===== src/sv/nad_pkg.sv =====
// Package for the normalised attribute distance block.
// Beat layouts, register indexes and fixed-point constants; no dependencies.
package nad_pkg;

   localparam int VAL_W     = 32;
   localparam int KIND_W    = 2;
   localparam int DIST_W    = 40;
   localparam int PROD_W    = 47;   // (31-bit scale * 32-bit magnitude) >> 16
   localparam int REQ_W     = 104;  // 98 field bits, zero filled to whole bytes
   localparam int CSR_IDX_W = 2;

   localparam logic [CSR_IDX_W-1:0] CSR_NORMALIZE = 2'd0;
   localparam logic [CSR_IDX_W-1:0] CSR_SKIP_UNK  = 2'd1;
   localparam logic [CSR_IDX_W-1:0] CSR_METRIC    = 2'd2;

   localparam logic [KIND_W-1:0] KIND_CONT = 2'd0;
   localparam logic [KIND_W-1:0] KIND_DISC = 2'd1;

   localparam logic [VAL_W-1:0] HALF_Q16 = 32'h0000_8000;
   localparam logic [VAL_W-1:0] ONE_Q16  = 32'h0001_0000;

   typedef struct packed {
      logic [5:0]       pad;
      logic [VAL_W-1:0] attr_scale;
      logic             b_unknown;
      logic             a_unknown;
      logic [VAL_W-1:0] value_b;
      logic [VAL_W-1:0] value_a;
   } req_data_type;

endpackage


===== src/sv/normalized_attr_distance.sv =====
// Pipeline: a beat with tlast accepted on req passes the input register, then the
// select, multiply and clamp stages, and is then accumulated into the output register
// shown on rsp. Throughput: one attribute beat per cycle; the pipe stalls only while a
// finished result waits in the output register and a later last beat reaches it.
// Reset (synchronous, active high) empties the pipe, clears accumulator and
// saturation flag and sets normalise on, skip-unknowns off, metric to sum.
module normalized_attr_distance #(
   parameter int ACC_BITS = 40
) (
   input  logic                         clock,
   input  logic                         reset,
   input  logic                         req_tvalid,
   output logic                         req_tready,
   // value_a[31:0], value_b[63:32], a_unknown[64], b_unknown[65], attr_scale[97:66]
   input  logic [nad_pkg::REQ_W-1:0]    req_tdata,
   // attr_kind[1:0]
   input  logic [nad_pkg::KIND_W-1:0]   req_tuser,
   input  logic                         req_tlast,
   output logic                         rsp_tvalid,
   input  logic                         rsp_tready,
   // distance[39:0]
   output logic [nad_pkg::DIST_W-1:0]   rsp_tdata,
   // saturated[0]
   output logic                         rsp_tuser,
   input  logic                         csr_wen,
   input  logic [nad_pkg::CSR_IDX_W-1:0] csr_index,
   input  logic                         csr_wdata
);
   import nad_pkg::*;

   // configuration
   logic norm_ff, skip_ff, metric_ff;

   // stage 1: input register
   logic               s1_v_ff, s1_v_in, s1_last_ff;
   req_data_type       s1_data_ff;
   logic [KIND_W-1:0]  s1_kind_ff;

   // stage 2: selected value and scale
   logic               s2_v_ff, s2_v_in, s2_last_ff, s2_prod_ff;
   logic [VAL_W-1:0]   s2_val_ff, s2_val_in;
   logic [VAL_W-2:0]   s2_scale_ff;
   logic               s2_prod_in;

   // stage 3: product
   logic               s3_v_ff, s3_v_in, s3_last_ff;
   logic [PROD_W-1:0]  s3_raw_ff, s3_raw_in;

   // stage 4: clamped difference
   logic               s4_v_ff, s4_v_in, s4_last_ff, s4_sat_ff, s4_sat_in;
   logic [ACC_BITS-1:0] s4_d_ff, s4_d_in;

   // accumulator and output register
   logic [ACC_BITS-1:0] acc_ff, acc_in, acc_new;
   logic                sat_ff, sat_in, sat_new;
   logic                rsp_v_ff, rsp_v_in, rsp_sat_ff, rsp_sat_in;
   logic [DIST_W-1:0]   rsp_dist_ff, rsp_dist_in;

   logic s1_go, s2_go, s3_go, s4_go, s4_take, rsp_load;

   // flow control
   assign s4_go   = !s4_v_ff || !s4_last_ff || !rsp_v_ff || rsp_tready;
   assign s3_go   = !s3_v_ff || s4_go;
   assign s2_go   = !s2_v_ff || s3_go;
   assign s1_go   = !s1_v_ff || s2_go;
   assign s4_take = s4_v_ff && s4_go;
   assign rsp_load = s4_take && s4_last_ff;

   assign req_tready = s1_go;
   assign rsp_tvalid = rsp_v_ff;
   assign rsp_tdata  = rsp_dist_ff;
   assign rsp_tuser  = rsp_sat_ff;

   assign s1_v_in = s1_go ? (req_tvalid && req_tready) : s1_v_ff;
   assign s2_v_in = s2_go ? s1_v_ff : s2_v_ff;
   assign s3_v_in = s3_go ? s2_v_ff : s3_v_ff;
   assign s4_v_in = s4_go ? s3_v_ff : s4_v_ff;
   assign rsp_v_in = rsp_load || (rsp_v_ff && !rsp_tready);

   // stage 2 selection
   logic signed [VAL_W-1:0] va, vb, sc;
   logic [VAL_W:0]          dfull, dabs;
   logic [16:0]             dint, dint_abs;
   logic [VAL_W-1:0]        mag;
   logic                    unk, cont, disc, differ, sc_pos, sc_neg;

   always_comb begin
      va     = s1_data_ff.value_a;
      vb     = s1_data_ff.value_b;
      sc     = s1_data_ff.attr_scale;
      unk    = s1_data_ff.a_unknown || s1_data_ff.b_unknown;
      cont   = s1_kind_ff == KIND_CONT;
      disc   = s1_kind_ff == KIND_DISC;
      sc_neg = sc[VAL_W-1];
      sc_pos = !sc[VAL_W-1] && (sc != '0);
      dfull  = {va[VAL_W-1], va} - {vb[VAL_W-1], vb};
      dabs   = dfull[VAL_W] ? (~dfull + 1'b1) : dfull;
      dint   = {va[VAL_W-1], va[VAL_W-1:16]} - {vb[VAL_W-1], vb[VAL_W-1:16]};
      dint_abs = dint[16] ? (~dint + 1'b1) : dint;
      mag    = disc ? {dint_abs[15:0], 16'h0000} : dabs[VAL_W-1:0];
      differ = disc ? (va[VAL_W-1:16] != vb[VAL_W-1:16]) : (va != vb);
      s2_val_in  = '0;
      s2_prod_in = 1'b0;
      if (unk) begin
         s2_val_in = ((sc != '0) && !skip_ff) ? HALF_Q16 : '0;
      end else if (norm_ff) begin
         if (sc_pos && (cont || disc)) begin
            s2_val_in  = mag;
            s2_prod_in = 1'b1;
         end else if (sc_neg) begin
            s2_val_in = differ ? ONE_Q16 : '0;
         end
      end else begin
         if (cont) begin
            s2_val_in = mag;
         end else if (sc_pos) begin
            s2_val_in = disc ? mag : (differ ? ONE_Q16 : '0);
         end
      end
   end

   // stage 3 multiply
   logic [2*VAL_W-2:0] prod;
   assign prod      = s2_scale_ff * s2_val_ff;
   assign s3_raw_in = s2_prod_ff ? prod[2*VAL_W-2:16] : PROD_W'(s2_val_ff);

   // stage 4 clamp to accumulator range
   generate
      if (ACC_BITS >= PROD_W) begin : g_noclamp
         assign s4_d_in   = ACC_BITS'(s3_raw_ff);
         assign s4_sat_in = 1'b0;
      end else begin : g_clamp
         assign s4_sat_in = |s3_raw_ff[PROD_W-1:ACC_BITS];
         assign s4_d_in   = s4_sat_in ? '1 : s3_raw_ff[ACC_BITS-1:0];
      end
   endgenerate

   // accumulate
   logic [ACC_BITS:0] sum;
   always_comb begin
      sum = {1'b0, acc_ff} + {1'b0, s4_d_ff};
      if (metric_ff) begin
         acc_new = (s4_d_ff > acc_ff) ? s4_d_ff : acc_ff;
      end else begin
         acc_new = sum[ACC_BITS] ? '1 : sum[ACC_BITS-1:0];
      end
      sat_new = sat_ff || s4_sat_ff || (!metric_ff && sum[ACC_BITS]);
      acc_in  = acc_ff;
      sat_in  = sat_ff;
      if (s4_take) begin
         acc_in = s4_last_ff ? '0 : acc_new;
         sat_in = s4_last_ff ? 1'b0 : sat_new;
      end
   end

   generate
      if (ACC_BITS > DIST_W) begin : g_outclamp
         logic out_ovf;
         assign out_ovf     = |acc_new[ACC_BITS-1:DIST_W];
         assign rsp_dist_in = out_ovf ? '1 : acc_new[DIST_W-1:0];
         assign rsp_sat_in  = sat_new || out_ovf;
      end else begin : g_outwide
         assign rsp_dist_in = DIST_W'(acc_new);
         assign rsp_sat_in  = sat_new;
      end
   endgenerate

   // control registers
   always_ff @(posedge clock) begin
      if (reset) begin
         norm_ff   <= 1'b1;
         skip_ff   <= 1'b0;
         metric_ff <= 1'b0;
         s1_v_ff   <= 1'b0;
         s2_v_ff   <= 1'b0;
         s3_v_ff   <= 1'b0;
         s4_v_ff   <= 1'b0;
         rsp_v_ff  <= 1'b0;
         acc_ff    <= '0;
         sat_ff    <= 1'b0;
      end else begin
         if (csr_wen) begin
            case (csr_index)
               CSR_NORMALIZE: norm_ff   <= csr_wdata;
               CSR_SKIP_UNK:  skip_ff   <= csr_wdata;
               CSR_METRIC:    metric_ff <= csr_wdata;
               default: ;
            endcase
         end
         s1_v_ff  <= s1_v_in;
         s2_v_ff  <= s2_v_in;
         s3_v_ff  <= s3_v_in;
         s4_v_ff  <= s4_v_in;
         rsp_v_ff <= rsp_v_in;
         acc_ff   <= acc_in;
         sat_ff   <= sat_in;
      end
   end

   // payload registers
   always_ff @(posedge clock) begin
      if (s1_go) begin
         s1_data_ff <= req_tdata;
         s1_kind_ff <= req_tuser;
         s1_last_ff <= req_tlast;
      end
      if (s2_go) begin
         s2_val_ff   <= s2_val_in;
         s2_prod_ff  <= s2_prod_in;
         s2_scale_ff <= s1_data_ff.attr_scale[VAL_W-2:0];
         s2_last_ff  <= s1_last_ff;
      end
      if (s3_go) begin
         s3_raw_ff  <= s3_raw_in;
         s3_last_ff <= s2_last_ff;
      end
      if (s4_go) begin
         s4_d_ff    <= s4_d_in;
         s4_sat_ff  <= s4_sat_in;
         s4_last_ff <= s3_last_ff;
      end
      if (rsp_load) begin
         rsp_dist_ff <= rsp_dist_in;
         rsp_sat_ff  <= rsp_sat_in;
      end
   end

endmodule


===== config.mk =====
export PLATFORM = sky130hd
export DESIGN_NAME = normalized_attr_distance
export DESIGN_NICKNAME = d
export VERILOG_FILES = /design/src/sv/nad_pkg.sv /design/src/sv/normalized_attr_distance.sv
export SDC_FILE = /design/constraint.sdc
export NUM_CORES = 2
export LEC_CHECK = 0
export BUFFER_PORTS_ARGS = -buffer_cell sky130_fd_sc_hd__buf_2
export CORE_MARGIN = 2
export CORE_UTILIZATION = 40
export DETAILED_ROUTE_END_ITERATION = 10
export GPL_TIMING_DRIVEN = 0
export PLACE_DENSITY = 0.61
export SLEW_MARGIN = 20
export SYNTH_ARGS = -nofsm -noshare
export SYNTH_HDL_FRONTEND = slang
export SYNTH_SLANG_ARGS = --single-unit

===== constraint.sdc =====
create_clock -name clock -period 7.8 [get_ports clock]
set_clock_uncertainty 0.1 [all_clocks]
set_input_delay 1.56 -clock clock [delete_from_list [all_inputs] [get_ports clock]]
set_output_delay 1.56 -clock clock [all_outputs]
set_load 0.01 [all_outputs]

# After elaboration in Yosys (flattened, before gate mapping)
# Cells that the tools add are included.
word_totals:
  register_bits: 346
  input_bits: 115
  out_inout_bits: 43
  elab_cells: 101
op_classes:
  n_addsub: 5
  mul: 1
  magnitude_cmp: 1
  eq_ne: 5
  mux: 20
  bitwise: 3
  reduce_logical: 37
ops:
  columns: ["cell", "count"]
  rows:
  - ["$mux 32", 9]
  - ["$mux 40", 4]
  - ["$mul 31x32->63", 1]
  - ["$add 40x40->41", 1]
  - ["$gt 40x40->1", 1]
  - ["$mux 17", 2]
  - ["$sub 32x32->33", 1]
  - ["$add 32x1->32 const B", 1]
  - ["$mux 16", 2]
  - ["$ne 32x32->1", 1]
  - ["$not 32->32", 1]
  - ["$reduce_bool 32->1", 1]
  - ["$sub 16x16->17", 1]
  - ["$add 16x1->16 const B", 1]
  - ["$ne 16x16->1", 1]
  - ["$not 16->16", 1]
  - ["$logic_or 1x1->1", 11]
  - ["$logic_not 1->1", 10]
  - ["$logic_and 1x1->1", 8]
  - ["$reduce_or 7->1", 1]
  - ["$reduce_and 2->1", 3]
  - ["$eq 2x1->1 const B", 2]
  - ["$logic_not 2->1", 2]
  - ["$mux 1", 3]
  - ["3 further kinds", 3]

# Logic depth before layout (Yosys ltp)
depth:
  depth_word: 10
  mapped_depth: 30
  depth_no_buf: 28

# Worst setup path after synthesis
# No wires, ideal clock.
synth_path:
  kind: "register to register"
  startpoint: "reg s2_val_ff[13]"
  endpoint: "reg s3_raw_ff[43], data pin"
  setup_time_ns: 0.260
  arrival_ns: 7.388
  t_required_ns: 7.440
  path_slack_ns: 0.051
  path_stages_with_launch: 28
  path_buffers: 1
  synth_period_minus_slack_ns: 7.749
  cell_sequence: "edfxtp_1 > clkbuf_1 > and2_1 > fa_1 > fa_1 > fa_1 > inv_1 > fa_1 > inv_1 > fa_1 > inv_1 > fa_1 > inv_1 > fa_1 > fa_1 > ha_1 > a21o_1 > a21o_1 > a221oi_1 > o211ai_1 > o2111ai_1 > a21oi_1 > o41ai_1 > nand4b_1 > and3b_1 > o21ai_1 > a21oi_1 > mux2i_1"
synth_via:
  elab_chain_cells: 1
synth_lines:
  columns: ["element", "line_no", "source"]
  rows:
  - ["from (decl)", "normalized_attr_distance.sv:41", "logic [VAL_W-1:0] s2_val_ff, s2_val_in;"]
  - ["from (signal assigned)", "normalized_attr_distance.sv:208", "s2_val_ff <= s2_val_in;"]
  - ["$mul 31x32->63", "normalized_attr_distance.sv:124", "assign prod = s2_scale_ff * s2_val_ff;"]
  - ["to (signal assigned)", "normalized_attr_distance.sv:214", "s3_raw_ff <= s3_raw_in;"]
  - ["to (decl)", "normalized_attr_distance.sv:47", "logic [PROD_W-1:0] s3_raw_ff, s3_raw_in;"]
# Every way passes these cells.
# A chain may end at the register's enable or synchronous reset.

# Final worst setup path
layout_path:
  startpoint: "reg s2_val_ff[12]"
  endpoint: "reg s3_raw_ff[45], data pin"
# Same word-level chain as after synthesis.

==> flow_metrics.py <==
metrics = {
    "layout": {
        "layout.nets": 6848,
        "fin_util": 0.4594,
        "area_delta_synth_final_pct": 14.30,
        "ff_latch_area_um2": 9899,
        "final_cell_mix": "inv_1 (919), fa_1 (842), nand2_1 (560)",
        "final_cell_count_no_fill": 7187,
        "nFillCells": 11916,
        "multiInputGateArea_um2": 36740,
        "final_common_cell": "inv_1",
        "finish.instance_area_um2": 57610,
        "drive_above_1_share": 0.1426,
    },
    "routing": {
        "drt_iter0_drc": 3441,
        "drc": 0,
        "drt_wl_total_um": 169600,
        "dr.pass1.iters": 5,
        "vias_per_cell": 5.350,
        "vias": 38452,
        "wl_per_cell_um": 23.60,
        "ant_nets": 0,
    },
    "die": {
        "rows": 130,
        "start_util": 0.4019,
        "core_area_um2": 125400,
        "die_w_um": 359.0,
        "die_h_um": 359.0,
        "die_area_um2": 128900,
        "ioPinCount": 158,
    },
    "global_routing": {
        "overflow": 0,
        "grt_max_degree": 48,
        "grt_pass1_vias": 39651,
        "grt_first_pass_wirelength_um": 253600,
        "grt_usage": 0.2645,
        "grt_antenna_before_repair": 6,
    },
    "yosys": {
        "synth_cells": 5168,
        "synth_area_um2": 50400,
        "synth-edff-count": 297,
        "syn_area_per_cell_um2": 9.752,
        "syn_nets": 6519,
        "synth.distinct_cells": 91,
        "async_flop_share": 0,
        "synth-seq-cells": 346,
        "ys_warn_count": 0,
        "ys_seq_area_frac": 0.1964,
        "ys.flop_type": "edfxtp_1",
    },
    "outcome": {
        "status": "complete, but fails checks",
        "violations": "negative setup slack",
    },
    "worst_setup_path": {
        "critical_path.startpoint_type": "flip-flop",
        "rrSetupSlack_ps": -470,
        "required_ps": 8050,
        "arrival_ps": 8520,
        "slowest_delay_ps": 570,
        "criticalPathCategory": "flip-flop to flip-flop",
        "cp_common_cell": "fa_1",
        "critical-path-top-delay-family": "adder cells",
        "setup.worst_path.end_class": "flip-flop",
        "path_buf_inv": 9,
        "critPathSlowestCell": "fa_1",
        "path_max_fanout": 10,
    },
    "timing": {
        "setup_slack_ps": -467.3,
        "report.final.setup_viol": 23,
        "max_freq_ghz": 0.1210,
        "period_share": 1.060,
        "worst-slew-pin-transition_ps": 954.9,
        "hold_ws_ps": 322.1,
        "drv_slew": 0,
        "slew_headroom": 0.3634,
        "hold_violations": 0,
        "period_needed_ps": 8267,
        "grt_setup_unrepaired": "true",
    },
    "clock_tree": {
        "clk_pin_slew_ps": 60,
        "clk_path_buf_depth": 3,
        "tritoncts_num_sinks": 346,
        "cts_buffers": 44,
        "h-tree-depth": 2,
        "clk_latency_ps": 620,
        "cts_tree": "built",
        "clockRootBuffer": "clkbuf_16",
    },
    "worst_hold_path": {
        "holdCritPathClass": "flip-flop to flip-flop",
    },
    "placed_design": {
        "dpl.hpwl_um": 138600,
        "port_buffers": 151,
        "place.gp.congestion": 1.001,
        "dp.cells": 6981,
        "placed_area_um2": 53420,
    },
    "pwr": {
        "leakage_nw": 27.61,
        "irDropWorstVdd_mv": 0.1821,
        "power.density_nw_per_um2": 152.0,
    },
    "flow_run": {
        "maxCapViolCount": 0,
    },
}
synth_stat cells, types with 67 or more instances:
library cell	number	area (um^2)
a21oi_1	199	996.0
and2_1	538	3366
clkbuf_1	252	945.9
edfxtp_1	297	8919
fa_1	868	17380
ha_1	368	4604
inv_1	930	3491
nand2_1	566	2125
nor2_1	147	551.8
nor3_1	67	335.3
o21ai_0	75	375.4
xnor2_1	101	884.6
sequential cells by signal (all words and copies together), names as in the netlist, 2 cells and up:
register and cells:
acc_ff 40, s2_val_ff 32, sc 32, s2_scale_ff 31
s3_raw_ff 47, s1_kind_ff 2, s4_d_ff 40, vb 32
rsp_tdata 40, s1_data_ff 2, va 32
timing repair:
item	in CTS	in global routing
pin swaps	97	36
setup endpoints to repair	46	32
gates cloned	0	0
resized for setup	452	106
setup buffers	110	20
hold buffers	0	0
through the flow:
| step | TNS (ps) | setup slack [ps] | power [mW] |
|---|---|---|---|
| global placement | -110130 | -2432 | 6.025 |
| global route | -10290 | -632.9 | 9.253 |
| CTS | -3747 | -381.2 | 8.644 |
| floorplan | 0 | 51.46 | 4.784 |
| detailed placement | -60230 | -2498 | 6.060 |
| finish | -7099 | -467.3 | 8.757 |
routing by layer:
layer,share of wire,track usage,routed length [um]
met5,0.00037,0,62
met1,0.41,0.3506,69000
met4,0.054,0.1238,9238
met2,0.44,0.4109,74870
met3,0.097,0.06120,16430
worst reg2reg max path: cells and delay by family (launching register included):
kind / cells / cell delay (ps)
AOI/OAI and AO/OA: 4 / 570
xor gates and xnor gates: 1 / 140
adders and majority gates: 9 / 4310
buffers and inverters: 9 / 1160
DFF: 1 / 510
and+or+nand+nor: 7 / 1230
power breakdown:
part	total, mW	switching (mW)	internal (mW)
Sequential	2.20	0.0787	2.12
Clock	2.11	0.854	1.25
Combinational	4.45	2.67	1.78
Total	8.76	3.61	5.15
cell type report:
class | instances | area share
clock buffers | 49 | 0.01944
repair buffers | 293 | 0.03558
well taps | 1650 | 0.03584
inverters | 931 | 0.06077
diodes | 5 | 0.0002172
plain buffers | 266 | 0.03195
multi-input cells | 3615 | 0.6378
clock inverters | 32 | 0.006603
flip-flops and latches | 346 | 0.1718
kinds of logic (layout without fill, tap and decap cells):
family / Yosys count / after routing / synth area share
other: 0 / 5 / 0
buffers and inverters: 1207 / 1571 / 0.09069
and+or+nand+nor: 1547 / 1547 / 0.1560
adders and majority gates: 1236 / 1236 / 0.4361
muxes: 78 / 78 / 0.01619
DFF: 346 / 346 / 0.1964
AOI/OAI and AO/OA: 599 / 599 / 0.07765
xor gates and xnor gates: 155 / 155 / 0.02694
final timing paths:
| check | startpoint | endpoint | cells past startpoint |
|---|---|---|---|
| worst max-delay path | s2_val_ff[12] | s3_raw_ff[45] | 30 |
| worst min-delay path | s3_last_ff | s4_last_ff | 0 |
| worst max register to register | s2_val_ff[12] | s3_raw_ff[45] | 30 |
| worst min register to register | s3_last_ff | s4_last_ff | 0 |
(Power assumes the default switching activity.)
